`config.mk`:
```
export PLATFORM = sky130hd
export DESIGN_NAME = nmi_log
export DESIGN_NICKNAME = d
export VERILOG_FILES = /design/src/rtl/core/nmi_pkg.sv /design/src/rtl/core/nmi_log.sv
export SDC_FILE = /design/constraint.sdc
export NUM_CORES = 2
export LEC_CHECK = 0
export ABC_CLOCK_PERIOD_IN_PS = 18900
export BUFFER_PORTS_ARGS = -buffer_cell sky130_fd_sc_hd__buf_2
export CORE_MARGIN = 8
export CORE_UTILIZATION = 60
export DETAILED_ROUTE_END_ITERATION = 6
export GPL_ROUTABILITY_DRIVEN = 0
export GPL_TIMING_DRIVEN = 0
export MAX_ROUTING_LAYER = met4
export PLACE_DENSITY = 0.76
export SETUP_SLACK_MARGIN = 0.02
export SLEW_MARGIN = 10
export SYNTH_ARGS = -nofsm -noshare
export SYNTH_HDL_FRONTEND = slang
export SYNTH_SLANG_ARGS = --single-unit
```
`constraint.sdc`:
```
create_clock -name aclk -period 18.9 [get_ports aclk]
set_clock_uncertainty 0.2 [all_clocks]
set_input_delay 0.945 -clock aclk [delete_from_list [all_inputs] [get_ports aclk]]
set_output_delay 0.945 -clock aclk [all_outputs]
set_load 0.02 [all_outputs]
```
`src/rtl/core/nmi_pkg.sv`:
```
package nmi_pkg;

    localparam int CNT_W          = 17;
    localparam int LBL_IN_W       = 6;
    localparam int LOG_W          = 22;
    localparam int ACC_W          = 48;
    localparam int MAX_LABELS_DEF = 64;
    localparam int MAX_POINTS_DEF = 65536;

    localparam logic [CNT_W-1:0] CNT_MAX      = 17'h1FFFF;
    localparam logic [CNT_W-1:0] TOTAL_RESET  = 17'h10000;
    localparam logic [CNT_W-1:0] NMI_ONE      = 17'h10000;

    localparam logic [1:0] STAT_OK   = 2'd0;
    localparam logic [1:0] STAT_ZERO = 2'd1;
    localparam logic [1:0] STAT_OVER = 2'd2;

    typedef enum logic [3:0] {
        S_CLR, S_IDLE, S_UPD, S_CHK, S_LNW, S_RD, S_RDW, S_PICK,
        S_LOGW, S_ACC, S_PN, S_ND, S_DV0, S_DIV, S_FIN, S_OUT
    } state_t;

    typedef struct packed {
        logic             start;
        logic [CNT_W-1:0] x;
    } log_req_t;

    typedef struct packed {
        logic             done;
        logic [LOG_W-1:0] value;
    } log_rsp_t;

    function automatic logic [CNT_W-1:0] sat_inc(logic [CNT_W-1:0] v);
        return (v < CNT_MAX) ? v + 1'b1 : CNT_MAX;
    endfunction

endpackage

```
`src/rtl/core/nmi_log.sv`:
```
module nmi_log (
    input  logic              aclk,
    input  logic              aresetn,
    input  nmi_pkg::log_req_t req,
    output nmi_pkg::log_rsp_t rsp
);

    import nmi_pkg::*;

    logic [31:0]      y_reg, y_next;
    logic [15:0]      frac_reg, frac_next;
    logic [4:0]       e_reg, e_next;
    logic [4:0]       cnt_reg, cnt_next;
    logic             busy_reg, busy_next;
    logic             done_reg, done_next;
    logic [LOG_W-1:0] val_reg, val_next;
    logic [4:0]       e_in;
    logic [63:0]      sq;
    logic [32:0]      t;

    always_comb begin
        e_in = '0;
        for (int i = 0; i < CNT_W; i++) begin
            if (req.x[i]) begin
                e_in = 5'(i);
            end
        end
    end

    assign sq = 64'(y_reg) * 64'(y_reg);
    assign t  = sq[63:31];

    always_comb begin
        y_next    = y_reg;
        frac_next = frac_reg;
        e_next    = e_reg;
        cnt_next  = cnt_reg;
        busy_next = busy_reg;
        done_next = 1'b0;
        val_next  = val_reg;
        if (req.start) begin
            y_next    = 32'(req.x) << (5'd31 - e_in);
            e_next    = e_in;
            frac_next = '0;
            cnt_next  = '0;
            busy_next = 1'b1;
        end else if (busy_reg) begin
            if (t[32]) begin
                y_next    = t[32:1];
                frac_next = {frac_reg[14:0], 1'b1};
            end else begin
                y_next    = t[31:0];
                frac_next = {frac_reg[14:0], 1'b0};
            end
            cnt_next = cnt_reg + 1'b1;
            if (cnt_reg == 5'd15) begin
                busy_next = 1'b0;
                done_next = 1'b1;
                val_next  = {1'b0, e_reg, frac_next};
            end
        end
    end

    always_ff @(posedge aclk) begin
        if (!aresetn) begin
            busy_reg <= 1'b0;
            done_reg <= 1'b0;
        end else begin
            busy_reg <= busy_next;
            done_reg <= done_next;
        end
        y_reg    <= y_next;
        frac_reg <= frac_next;
        e_reg    <= e_next;
        cnt_reg  <= cnt_next;
        val_reg  <= val_next;
    end

    assign rsp.done  = done_reg;
    assign rsp.value = val_reg;

endmodule

```
**After elaboration in Yosys (flattened, before gate mapping)**

Index checks and enable logic that the tools add are counted.

- Register bits after elaboration: 80
- Input bits: 20
- Output and inout bits: 23
- Word-level logic and storage cells: 42

- Add/subtract/negate cells: 2
- $mul: 1
- Equal/unequal tests: 1
- Shifts and indexed selects: 1
- Mux-type cells: 24
- Bitwise gates (word level): 3
- Reductions and logical operators: 3

Operators by type and width:

| kind | count |
|---|---|
| $mux W32 | 3 |
| $mux W5 | 15 |
| $mul A32 B32 Y64 | 1 |
| $shl A17 B5 Y32 | 1 |
| $mux W1 | 6 |
| $add A5 B1 Y5 const B | 1 |
| $eq A5 B4 Y1 const B | 1 |
| $sub A5 B5 Y5 const A | 1 |
| $not A1 Y1 | 3 |
| $reduce_and A3 Y1 | 1 |
| $reduce_or A3 Y1 | 1 |
| $reduce_bool A2 Y1 | 1 |

**Logic depth before layout (Yosys ltp)**

- Depth after elaboration: 19
- Mapped depth: 33

**Least setup slack after synthesis**

OpenSTA, ideal clock, no wires.

- Kind: register to register
- From: reg y_reg[19]
- To: reg y_reg[28] (data pin)
- Arrival time: 7.686 ns
- Required time: 18.427 ns
- Path slack: 10.741 ns
- Cell stages (with the launch flop): 31
- Period minus slack after synthesis: 8.159 ns
- Cells stage by stage: edfxtp_1 -> clkbuf_1 -> clkbuf_1 -> nand2_1 -> fa_1 -> inv_1 -> fa_1 -> inv_1 -> fa_1 -> fa_1 -> inv_1 -> fa_1 -> fa_1 -> fa_1 -> inv_1 -> fa_1 -> inv_1 -> ha_1 -> buf_2 -> a21o_1 -> a21o_1 -> a21o_1 -> or3_4 -> o21ai_4 -> a21oi_2 -> a311o_1 -> nand3_2 -> buf_6 -> xnor2_1 -> a2111oi_2 -> a211oi_1

- Longest elaborated chain between the ends: 4

RTL lines:

| element | RTL line | text |
|---|---|---|
| from (decl) | nmi_log.sv:10 | `logic [31:0] y_reg, y_next;` |
| from (signal assigned) | nmi_log.sv:72 | `y_reg <= y_next;` |
| $mul A32 B32 Y64 | nmi_log.sv:30 | `assign sq = 64'(y_reg) * 64'(y_reg);` |
| $mux W32 | nmi_log.sv:48 | `if (t[32]) begin` |
| $mux W32 | nmi_log.sv:47 | `end else if (busy_reg) begin` |
| $mux W32 | nmi_log.sv:41 | `if (req.start) begin` |
| net y_next[28] | nmi_log.sv:10 |  |

The timed path passes the listed nets, and every way through them passes these cells. The select of a mux whose other input is x is not followed.
A chain may end at the register's enable or synchronous reset.

**Worst setup path in the final report**

- From: reg y_reg[15]
- To: reg y_reg[29] (data pin)

Same word-level chain as after synthesis.

==> results.toml <==
[outcome]
outcome = "complete, but fails checks"
violated_checks = "DRC"

[clocking]
holdBufCountCts = 0
tritoncts = "yes"
worst_setup_hold_path_clk_slew_ns = 0.06
root_buffer = "clkbuf_16"
cts.repair_timing.setup_buffer_count = 0
clockBufferDepth = 2
postCtsResizedCells = 0
cts_max_level = 3
cts_inserted_buffers = 9
clkSinkCount = 80
clock_network_latency_to_the_later_pin_of_the_worst_skew_pair_ns = 0.34

[sta]
final-hold-violation-count = 0
finalCritPeriodShare_pct = 58.9
finalWorstSetupSlack_ns = 7.77
worst_slew_margin_relative_to_its_limit_pct = 5.15
finalSetupViolCount = 0
timing.final.max_slew_violations = 0
period_minus_slack_ns = 11.13
post_route_setup_tns_ns = 0
grt_setup_unrepaired = "no"
worst_pin_slew_ns = 1.42
achievable-frequency_ghz = 0.0898

[critical_path]
critical_path_required_ns = 18.78
reg2reg_to = "y_reg[29]"
cpMaxStageDelayCell = "clkbuf_1"
crit_top_cell = "fa_1"
critical-path-max-stage-delay_ns = 1.02
path_delay_family = "adder cells"
crit_arrival_ns = 11.02
critPathKind = "reg -> reg"
critical_path_fanout_max = 11
cp.buffers_inverters = 7
reg2regPathDepth = 28
crit_path_start = "y_reg[15]"
worst_setup_path_endpoint = "y_reg[29]"
worstReg2RegStart = "y_reg[15]"
r2r_setup_slack_ns = 7.77
count_of_cell_instances_traversed_by_the_critical_path = 28
cp-end-kind = "flip-flop"
start_kind = "flip-flop"

[floorplan]
die_y_um = 250
starting_density_of_the_core_pct = 60.3
placeableCoreArea_um2 = 54700
design.die.area_um2 = 62700
core.rowCount = 86
die-width_um = 250
ports_placed_on_the_boundary = 43

[layout]
area.growth.synth_to_final_pct = 4.30
final_nets = 4643
fillerInstances = 4534
final_core_util_pct = 62.9
drive_gt1_share_pct = 2.63
max_reg_flops = 32

[drt]
detail_route.drc_violations = 1
post_drt_via_cell_ratio = 5.85
initialDrtViolationCount = 2489
met2WireLength_mm = 44.8
routed_wl_met3_mm = 11.9
dr.max_layer_used = "met4"
detailroute.via_count = 24800
first_pass_drt_iterations = 7
route.antenna.remaining_nets = 0
drt-wirelength-per-cell_um = 23.1
wl_met1_mm = 33.6
drt_wl_total_mm = 98.2

[grt]
antenna_found_initial = 5
grt_start_max_net_pins = 33
gr-total-overflow = 0
track_usage_pct = 33.0
grt_pass1_wl_mm = 152
grt_pass1_vias = 26600

[logic_synthesis]
synth_top_cell_area_share_pct = 48.0
syn_area_um2 = 33000
yosysWarningCount = 0
synthesis.nets = 4591
post_synth_main_area_contributors = "fa_1 (48%), ha_1 (11%), inv_1 (11%), edfxtp_1 (5.3%), and2_1 (4.4%)"
dominantRegCellSynth = "edfxtp_1"
yosys.cell_count.top_type = "inv_1"
synth.lib_cells_used.distinct = 71
ys_top_cells_by_count = "inv_1 (986), fa_1 (791), ha_1 (300), nand2_1 (300), and2_1 (231)"
seq_area_frac_synth_pct = 6.62
async_flop_share_pct = 0
synthesis.instances = 3480
synth-seq-cells = 80
post-synth-top-area-cell = "fa_1"
number_of_flops_mapped_to_enable_cells_by_yosys = 58
synthesis.area_per_instance_um2 = 9.47

[place]
place_hpwl_mm = 80.9
post-place-ws_ns = 8.13
buffer_ports.inserted = 41

[run]
maxCapViolations = 0

[hold_path]
min_path_type = "reg -> reg"
-- per-layer routing --
layer,global-route usage [%],up-vias
met4,20.4,0
met2,50.6,1531
met3,9.44,460
met5,-,-
met1,38.3,12400
li1,-,10400
-- cells by family (layout without fill, tap and decap cells) --
family | Yosys count | count (layout) | share of synthesized area (%)
buf+inv | 1127 | 1184 | 12.9
fa+ha+maj | 1091 | 1091 | 59.4
simple gates | 744 | 744 | 10.9
compound gates | 286 | 286 | 5.84
xor+xnor | 80 | 80 | 2.13
flops | 80 | 80 | 6.62
mux | 71 | 71 | 2.17
other cells | 1 | 8 | 0.0114
-- cell usage in the layout (no fill, tap or decap), types with 58 or more instances in the layout --
cell      count
nor2_1      119
and2_1      231
inv_1       986
mux2i_1      68
ha_1        300
a21oi_1      79
nand2_1     300
fa_1        791
clkbuf_1    120
edfxtp_1     58
-- area by class of cell --
class | count | area, µm² | area share [%]
Antenna cell | 7 | 17.5 | 0.0510
Buffer | 138 | 548 | 1.59
Sequential cell | 80 | 2180 | 6.35
Multi-Input combinational cell | 2273 | 26500 | 77.1
Inverter | 989 | 3710 | 10.8
Clock inverter | 6 | 63.8 | 0.186
Tap cell | 704 | 881 | 2.56
Timing Repair Buffer | 41 | 205 | 0.597
Clock buffer | 10 | 250 | 0.728
-- worst min-delay path by stage --
stage              from           to  slack (ns)  cells after the start
2_1_floorplan  e_reg[0]  val_reg[16]        0.20                      0
3_3_place_gp   e_reg[4]  val_reg[20]        0.20                      0
3_5_place_dp   e_reg[2]  val_reg[18]        0.21                      0
4_1_cts        e_reg[1]  val_reg[17]        0.22                      0
5_1_grt        e_reg[1]  val_reg[17]        0.22                      0
6_report       e_reg[1]  val_reg[17]        0.22                      0
-- per-stage QoR --
stage,area [µm²],hold WS [ns],cells
2_1_floorplan,33000,0.200,3480
3_3_place_gp,34000,0.202,4225
3_5_place_dp,34000,0.207,4225
4_1_cts,34400,0.221,4241
5_1_grt,34400,0.224,4244
6_report,34400,0.219,4248
Power is not shown: default switching activity piles up to over one toggle a cycle in this logic, so the estimate is an artifact.
