### config.mk
export PLATFORM = sky130hd
export DESIGN_NAME = nmi_ram
export DESIGN_NICKNAME = d
export VERILOG_FILES = /design/src/rtl/core/nmi_ram.sv
export SDC_FILE = /design/constraint.sdc
export NUM_CORES = 1
export LEC_CHECK = 0
export BUFFER_PORTS_ARGS = -buffer_cell sky130_fd_sc_hd__buf_4
export CAP_MARGIN = 20
export CORE_MARGIN = 1
export CORE_UTILIZATION = 36
export CTS_BUF_LIST = sky130_fd_sc_hd__clkbuf_4 sky130_fd_sc_hd__clkbuf_8
export DETAILED_ROUTE_END_ITERATION = 12
export HOLD_SLACK_MARGIN = 0.08
export PLACE_DENSITY = 0.52
export SYNTH_ARGS = -nofsm -noshare
export SYNTH_HDL_FRONTEND = slang
export SYNTH_SLANG_ARGS = --single-unit
### constraint.sdc
create_clock -name aclk -period 3.9 [get_ports aclk]
set_input_delay 0 -clock aclk [delete_from_list [all_inputs] [get_ports aclk]]
set_output_delay 0 -clock aclk [all_outputs]
set_load 0.005 [all_outputs]
### src/rtl/core/nmi_ram.sv
module nmi_ram #(
    parameter int WIDTH = 17,
    parameter int DEPTH = 64
) (
    input  logic                     aclk,
    input  logic                     we,
    input  logic [$clog2(DEPTH)-1:0] waddr,
    input  logic [WIDTH-1:0]         wdata,
    input  logic [$clog2(DEPTH)-1:0] raddr,
    output logic [WIDTH-1:0]         rdata
);

    logic [WIDTH-1:0] mem [DEPTH];

    always_ff @(posedge aclk) begin
        if (we) begin
            mem[waddr] <= wdata;
        end
        rdata <= mem[raddr];
    end

endmodule

After elaboration in Yosys (flattened, before gate mapping)
Memories as Yosys holds them, arrays and structs flattened. A register that Yosys moved wholly into a read port is not among the register bits.
Cells that the tools add are included.

operators by class
  muxes and demuxes = 2

operators by type and width
  kind               count
  1-bit two-way mux  2

storage, ports and cells
  input port bits = 31
  memories = 1
  register bits after elaboration = 0
  output and inout bits = 17
  RAM bits = 1088

memories
  memory  words  width  read ports  clocked after Yosys merged registers in  wr ports  line  text
  mem     64     17     1           1                                        1         13    logic [WIDTH-1:0] mem [DEPTH];

Logic depth before layout (Yosys ltp)
Gate-level depths: netlist (run 1).

  word-level depth = 2
  depth in mapped cells = 9

Worst setup path before layout (run 1)
Ideal clock, no wire load.

  path kind = input port to flip-flop
  from = input port waddr[3]
  to = memory mem[48][0] (enable)
  stages on the path = 4
  library setup time = 0.412 ns
  data arrival time = 1.693 ns
  path slack = 1.795 ns
  cells stage by stage = clkbuf_1 nor2b_1 nand4b_1 nor3_1

RTL lines
  what         line  text
  from (decl)  7     input logic [$clog2(DEPTH)-1:0] waddr,
  to (decl)    13

Straight into the memory's write port.

==> impl_metrics.env, run 1 <==
export IMPL_synthDistinctLibCells=38
export IMPL_final_util_pct=41.92
export IMPL_worstSkewPairLatency_ps=840
export IMPL_rows=125
export IMPL_yosys_warnings=0
export IMPL_slew_viol_final=0
export IMPL_dr_pass1_iters=7
export IMPL_dieHeight_um=345.0
export IMPL_power_leakage_nw=15.63
export IMPL_htreeDepth=4
export IMPL_fin_crit_sh_pct=74.65
export IMPL_route_detailed_drc=0
export IMPL_whs_path_depth=5
export IMPL_vdd_ir_drop_max_v=0.0002918
export IMPL_timing_worst_setup_path_type="in -> reg"
export IMPL_drive_gt1_share_pct=29.88
export IMPL_r2r_slack_ps=1220
export IMPL_startpoint="raddr[3]"
export IMPL_via_count=20900
export IMPL_synth_seq_area_share_pct=77.96
export IMPL_ant_nets=0
export IMPL_outcome="complete, no violations"
export IMPL_ys_ff_latch=1105
export IMPL_wl_per_cell_um=27.90
export IMPL_hp_start="raddr[2]"
export IMPL_drv_cap=0
export IMPL_io_pins=48
export IMPL_routabilityCongestion=0.7702
export IMPL_drtIter0Drc=2063
export IMPL_syn_num_nets=1984
export IMPL_cts_buffers=174
export IMPL_tightestPinTransition_ps=1147
export IMPL_finalClockSkew_ps=37.78
export IMPL_ys_flop_type="edfxtp_1"
export IMPL_arrival_ps=3680
export IMPL_numPortBuffers=47
export IMPL_worstPathRequired_ps=4670
export IMPL_slew_headroom_pct=23.23
export IMPL_max_freq_mhz=343.5
export IMPL_die_x_um=345.0
export IMPL_start_kind="primary input"
export IMPL_die_area_sq_mm=0.1190
export IMPL_end_kind="flip-flop"
export IMPL_grt_pass1_wl_mm=156.1
export IMPL_setup_violations_final=0
export IMPL_finalSetupTns_ps=0
export IMPL_post_cts_buffers=0
export IMPL_cts_resized_gates=0
export IMPL_cts_sinks=1105
export IMPL_r2r_end="rdata[16]$_DFF_P_"
export IMPL_area_delta_synth_final_pct=15.21
export IMPL_syn_inst=1953
export IMPL_r2r_start="mem[19][16]$_DFFE_PP_"
export IMPL_hold_viol=0
export IMPL_rsz0062_at_grt="no"
export IMPL_holdPathEnd="rdata[7]$_DFF_P_"
export IMPL_fin_crit_ps=2912
export IMPL_syn_avg_cell_area_sq_um=21.68
export IMPL_nets=2252
export IMPL_overflow=0
export IMPL_worst_path_max_fanout=21
export IMPL_wirelength_mm=108.5
export IMPL_powerDensity_mw_per_mm2=492.8
export IMPL_nFillCells=10250
export IMPL_grt_usage_pct=18.48
export IMPL_root_buffer="clkbuf_8"
export IMPL_cts_hold_buf=37
export IMPL_grt_max_degree=89
export IMPL_grt_pass1_vias=21630
export IMPL_grt_antenna_before_repair=6
export IMPL_cts_tree="built"
export IMPL_cts_max_path_buffers=3
export IMPL_hpwlAfterDp_mm=62.28
export IMPL_netlist_area_sq_mm=0.04234
export IMPL_viasPerCell=5.374
export IMPL_async_reset_ff_share_pct=0
export IMPL_synth_edff_count=1088
export IMPL_core_area_sq_mm=0.1164
export IMPL_worstRegToRegCells=6
export IMPL_multi_input_area_sq_mm=0.008701
export IMPL_p_total_mw=24.04
export IMPL_hold_path_class="in -> reg"
export IMPL_seqCellArea_sq_mm=0.03301
export IMPL_initial_core_util_pct=36.39
export IMPL_clk_pin_slew_ps=60
## registers in the layout (all words and copies together) (netlist names)
signal	cells
mem	1088
rdata	17
## synthesized netlist by cell type, types with 10 or more instances
cell | number | area [sq um]
a211oi_1 | 23 | 172.7
a21oi_1 | 12 | 60.06
a221oi_1 | 43 | 376.6
a22oi_1 | 63 | 473.0
and3_1 | 15 | 93.84
and4_1 | 10 | 87.58
buf_2 | 34 | 170.2
buf_4 | 17 | 127.6
buf_6 | 10 | 112.6
clkbuf_1 | 44 | 165.2
dfxtp_1 | 17 | 340.3
edfxtp_1 | 1088 | 32670
mux2_2 | 12 | 135.1
mux2i_1 | 128 | 1281
mux4_2 | 216 | 4865
nand2_1 | 25 | 93.84
nand3_1 | 17 | 85.08
nor2_1 | 99 | 371.6
nor2b_1 | 25 | 156.4
o221ai_1 | 11 | 96.34
## layout by cell type, fill, tap and decap left out, types with 3 or more instances in the layout
cell type      count
edfxtp_1        1088
mux4_2           216
clkbuf_8         184
buf_4            155
mux2i_1          128
nor2_1            72
a22oi_1           63
clkbuf_4          56
a221oi_1          43
clkinv_1          43
dlygate4sd3_1     37
nor2_2            27
nand2_1           25
nor2b_1           24
a211oi_1          23
clkinv_2          22
nand3_1           17
dfxtp_1           17
and3_1            15
mux2_2            12
a21oi_1           12
o221ai_1          11
and4_1            10
buf_12             9
a311oi_1           4
nor4_1             4
a22o_1             4
nand4_1            4
inv_8              4
inv_6              4
diode_2            3
nand2b_1           3
clkinvlp_4         3
## routing by layer
layer	share of wire (%)	vias up	GRT usage, %
met5	0	-	0
met3	6.8	143	3.848
met1	45	11230	26.59
met2	46	727	28.11
li1	-	8806	-
met4	2.4	0	5.947
## cell type report
type / count / share of cell area [%]
multi-input cells: 734 / 17.84
diodes: 3 / 0.01539
clock buffers: 240 / 6.053
well taps: 1524 / 3.909
inverters: 1 / 0.007694
repair buffers: 205 / 3.621
flip-flops and latches: 1105 / 67.67
clock inverters: 78 / 0.8900
## stage by stage
| stage | cells | hold slack (ps) | setup WS (ps) | cell area (sq um) |
|---|---|---|---|---|
| final | 3890 | 171.7 | 988.5 | 48780 |
| after global routing | 3888 | 221.7 | 938.1 | 48780 |
| after CTS | 3885 | 116.6 | 791.8 | 48760 |
| after detailed placement | 3530 | 417.4 | 315.0 | 45000 |
| after global placement | 3529 | 430.2 | 292.1 | 44990 |
| after floorplan | 1953 | 98.87 | 1795 | 42340 |
## worst max path at each step
stage,slack (ps),depth (start not counted),to
2_1_floorplan,1790,4,mem[48][0]$_DFFE_PP_
3_3_place_gp,290,7,rdata[5]$_DFF_P_
3_5_place_dp,320,7,rdata[5]$_DFF_P_
4_1_cts,790,8,rdata[16]$_DFF_P_
5_1_grt,940,9,rdata[1]$_DFF_P_
6_report,990,8,rdata[16]$_DFF_P_
## report_power, final
part,internal [mW],switching [mW],leakage (nW)
Clock,5.05,4.48,1.81
Combinational,0.485,0.834,3.89
Sequential,13.2,0.0417,9.93
Total,18.7,5.35,15.6
## logic make-up (layout without fill, tap and decap cells)
| logic type | Yosys count | after routing | synth area share [%] |
|---|---|---|---|
| buffers and inverters | 114 | 524 | 1.681 |
| other | 0 | 3 | 0 |
| and+or+nand+nor | 213 | 213 | 2.429 |
| DFF | 1105 | 1105 | 77.96 |
| AOI/OAI and AO/OA | 165 | 165 | 3.097 |
| muxes | 356 | 356 | 14.83 |
## critical path, cell delays in order
cell	delay, ps
dlygate4sd3_1	560
buf_4	250
nor2_1	900
a22oi_1	310
and4_1	320
dlygate4sd3_1	570
nor4_1	170
dlygate4sd3_1	570
Power figures use the tool's default switching activity.
==> run 2: changes to the inputs <==
==> constraint.sdc (replaced) <==
create_clock -name aclk -period 3.02 [get_ports aclk]
set_input_delay 0 -clock aclk [delete_from_list [all_inputs] [get_ports aclk]]
set_output_delay 0 -clock aclk [all_outputs]
set_load 0.005 [all_outputs]
==> run 2 against run 1 <==
Against the previous run: count of clock-buffer cells in the layout increased by 20; power increased by 31%; routed wire length increased by 1.2%; die area unchanged; via count increased by 1.1%; largest cell class unchanged; first-iteration DRC count decreased by 9.6%.
==> impl_metrics.env, run 2 (same netlist as run 1, synthesis figures left out) <==
export IMPL_rsz0062_at_grt="no"
export IMPL_hold_viol=0
export IMPL_tightestPinTransition_ps=950.4
export IMPL_cts_hold_buf=37
export IMPL_fin_crit_ps=2764
export IMPL_initial_core_util_pct=36.39
export IMPL_drive_gt1_share_pct=31.01
export IMPL_pre_cts_slack_ps=317.4
export IMPL_power_leakage_nw=15.88
export IMPL_die_x_um=345.0
export IMPL_seqCellArea_sq_mm=0.03301
export IMPL_hpwlAfterDp_mm=64.65
export IMPL_worstSkewPairLatency_ps=840
export IMPL_multi_input_area_sq_mm=0.008701
export IMPL_largest_reg_flops=1088
export IMPL_viasPerCell=5.369
export IMPL_whs_path_depth=6
export IMPL_worstPathRequired_ps=3740
export IMPL_core_area_sq_mm=0.1164
export IMPL_r2r_start="mem[19][1]$_DFFE_PP_"
export IMPL_mostFrequentLayoutCell="edfxtp_1"
export IMPL_timing_worst_setup_path_type="reg -> reg"
export IMPL_start_kind="flip-flop"
export IMPL_fin_ws_ps=256.4
export IMPL_fin_crit_sh_pct=91.51
export IMPL_holdPathEnd="rdata[8]$_DFF_P_"
export IMPL_powerDensity_mw_per_mm2=639.8
export IMPL_via_count=21130
export IMPL_wl_per_cell_um=27.89
export IMPL_max_freq_mhz=361.8
export IMPL_cts_buffers=180
export IMPL_ant_nets=0
export IMPL_htreeDepth=4
export IMPL_finalSetupTns_ps=0
export IMPL_cts_max_path_buffers=3
export IMPL_post_cts_buffers=0
export IMPL_grt_max_degree=70
export IMPL_hp_start="raddr[1]"
export IMPL_rows=125
export IMPL_nets=2288
export IMPL_drv_cap=0
export IMPL_setup_violations_final=0
export IMPL_worstRegToRegCells=6
export IMPL_finalClockSkew_ps=28.12
export IMPL_routabilityCongestion=0.7802
export IMPL_dieHeight_um=345.0
export IMPL_overflow=0
export IMPL_io_pins=48
export IMPL_route_detailed_drc=0
export IMPL_nFillCells=10250
export IMPL_hold_path_class="in -> reg"
export IMPL_slew_headroom_pct=36.64
export IMPL_grt_pass1_vias=21790
export IMPL_reg_top3="mem x1088, rdata x17"
export IMPL_root_buffer="clkbuf_8"
export IMPL_worst_path_max_fanout=1
export IMPL_placed_cells=3562
export IMPL_numPortBuffers=47
export IMPL_cts_resized_gates=0
export IMPL_end_kind="flip-flop"
export IMPL_top_register="mem"
export IMPL_r2r_slack_ps=260
export IMPL_area_delta_synth_final_pct=16.33
export IMPL_final_cell_count_no_fill=3936
export IMPL_grt_pass1_wl_mm=156.7
export IMPL_cts_tree="built"
export IMPL_final_cell_mix="edfxtp_1, mux4_2, clkbuf_8"
export IMPL_dr_pass1_iters=7
export IMPL_clk_pin_slew_ps=60
export IMPL_grt_antenna_before_repair=3
export IMPL_vdd_ir_drop_max_v=0.0003998
export IMPL_wirelength_mm=109.8
export IMPL_slew_viol_final=0
export IMPL_outcome="complete, no violations"
export IMPL_grt_usage_pct=18.69
export IMPL_arrival_ps=3480
export IMPL_die_area_sq_mm=0.1190
export IMPL_r2r_end="rdata[1]$_DFF_P_"
export IMPL_cts_sinks=1105
export IMPL_final_util_pct=42.33
export IMPL_drtIter0Drc=1864
==> run 2: cell types whose count changed in the layout (fill, tap and decap cells not counted), sizes merged <==
cell / change
diode: +3
buf: +30
clkinv: -4
clkbuf: +20
inv: -3
==> run 2: cell type report <==
| cell class | count | share of cell area [%] |
|---|---|---|
| multi-input cells | 734 | 17.66 |
| clock buffers | 260 | 6.426 |
| clock inverters | 71 | 0.7645 |
| flip-flops and latches | 1105 | 67.02 |
| repair buffers | 235 | 4.221 |
| diodes | 6 | 0.03048 |
| inverters | 1 | 0.007620 |
| well taps | 1524 | 3.871 |
==> run 2: per-layer routing <==
layer | up-vias | part of all wire, % | GRT usage, %
met2 | 678 | 47 | 29.05
li1 | 8888 | - | -
met4 | 0 | 2.0 | 5.552
met3 | 135 | 5.8 | 3.573
met1 | 11430 | 45 | 26.73
met5 | - | 0 | 0
==> run 2: metrics by stage <==
step	hold slack [ps]	total power, mW	area (sq um)
finish	202.8	31.51	49260
global placement	388.8	19.07	45310
floorplan	98.87	18.19	42340
CTS	159.7	31.88	49240
detailed placement	390.0	19.10	45330
global route	199.5	32.55	49250
==> run 2: critical path: stages, from the launching register on <==
cell	delay (ps)
edfxtp_1	360
mux4_2	470
a22oi_1	330
and4_1	260
dlygate4sd3_1	580
nor4_1	60
dlygate4sd3_1	590
==> run 2: report_power, final <==
group / total (mW) / internal (mW) / switching (mW)
Sequential: 17.1 / 17.0 / 0.0729
Clock: 12.7 / 6.89 / 5.82
Combinational: 1.74 / 0.661 / 1.08
Total: 31.5 / 24.5 / 6.97
==> run 2: worst max-delay path by stage <==
stage | start | cells after the start | slack (ps) | end
2_1_floorplan | waddr[3] | 4 | 910 | mem[48][0]$_DFFE_PP_
3_3_place_gp | raddr[0] | 6 | 30 | rdata[14]$_DFF_P_
3_5_place_dp | raddr[1] | 7 | 320 | rdata[13]$_DFF_P_
4_1_cts | mem[19][1]$_DFFE_PP_ | 6 | 250 | rdata[1]$_DFF_P_
5_1_grt | mem[19][1]$_DFFE_PP_ | 6 | 190 | rdata[1]$_DFF_P_
6_report | mem[19][1]$_DFFE_PP_ | 6 | 260 | rdata[1]$_DFF_P_
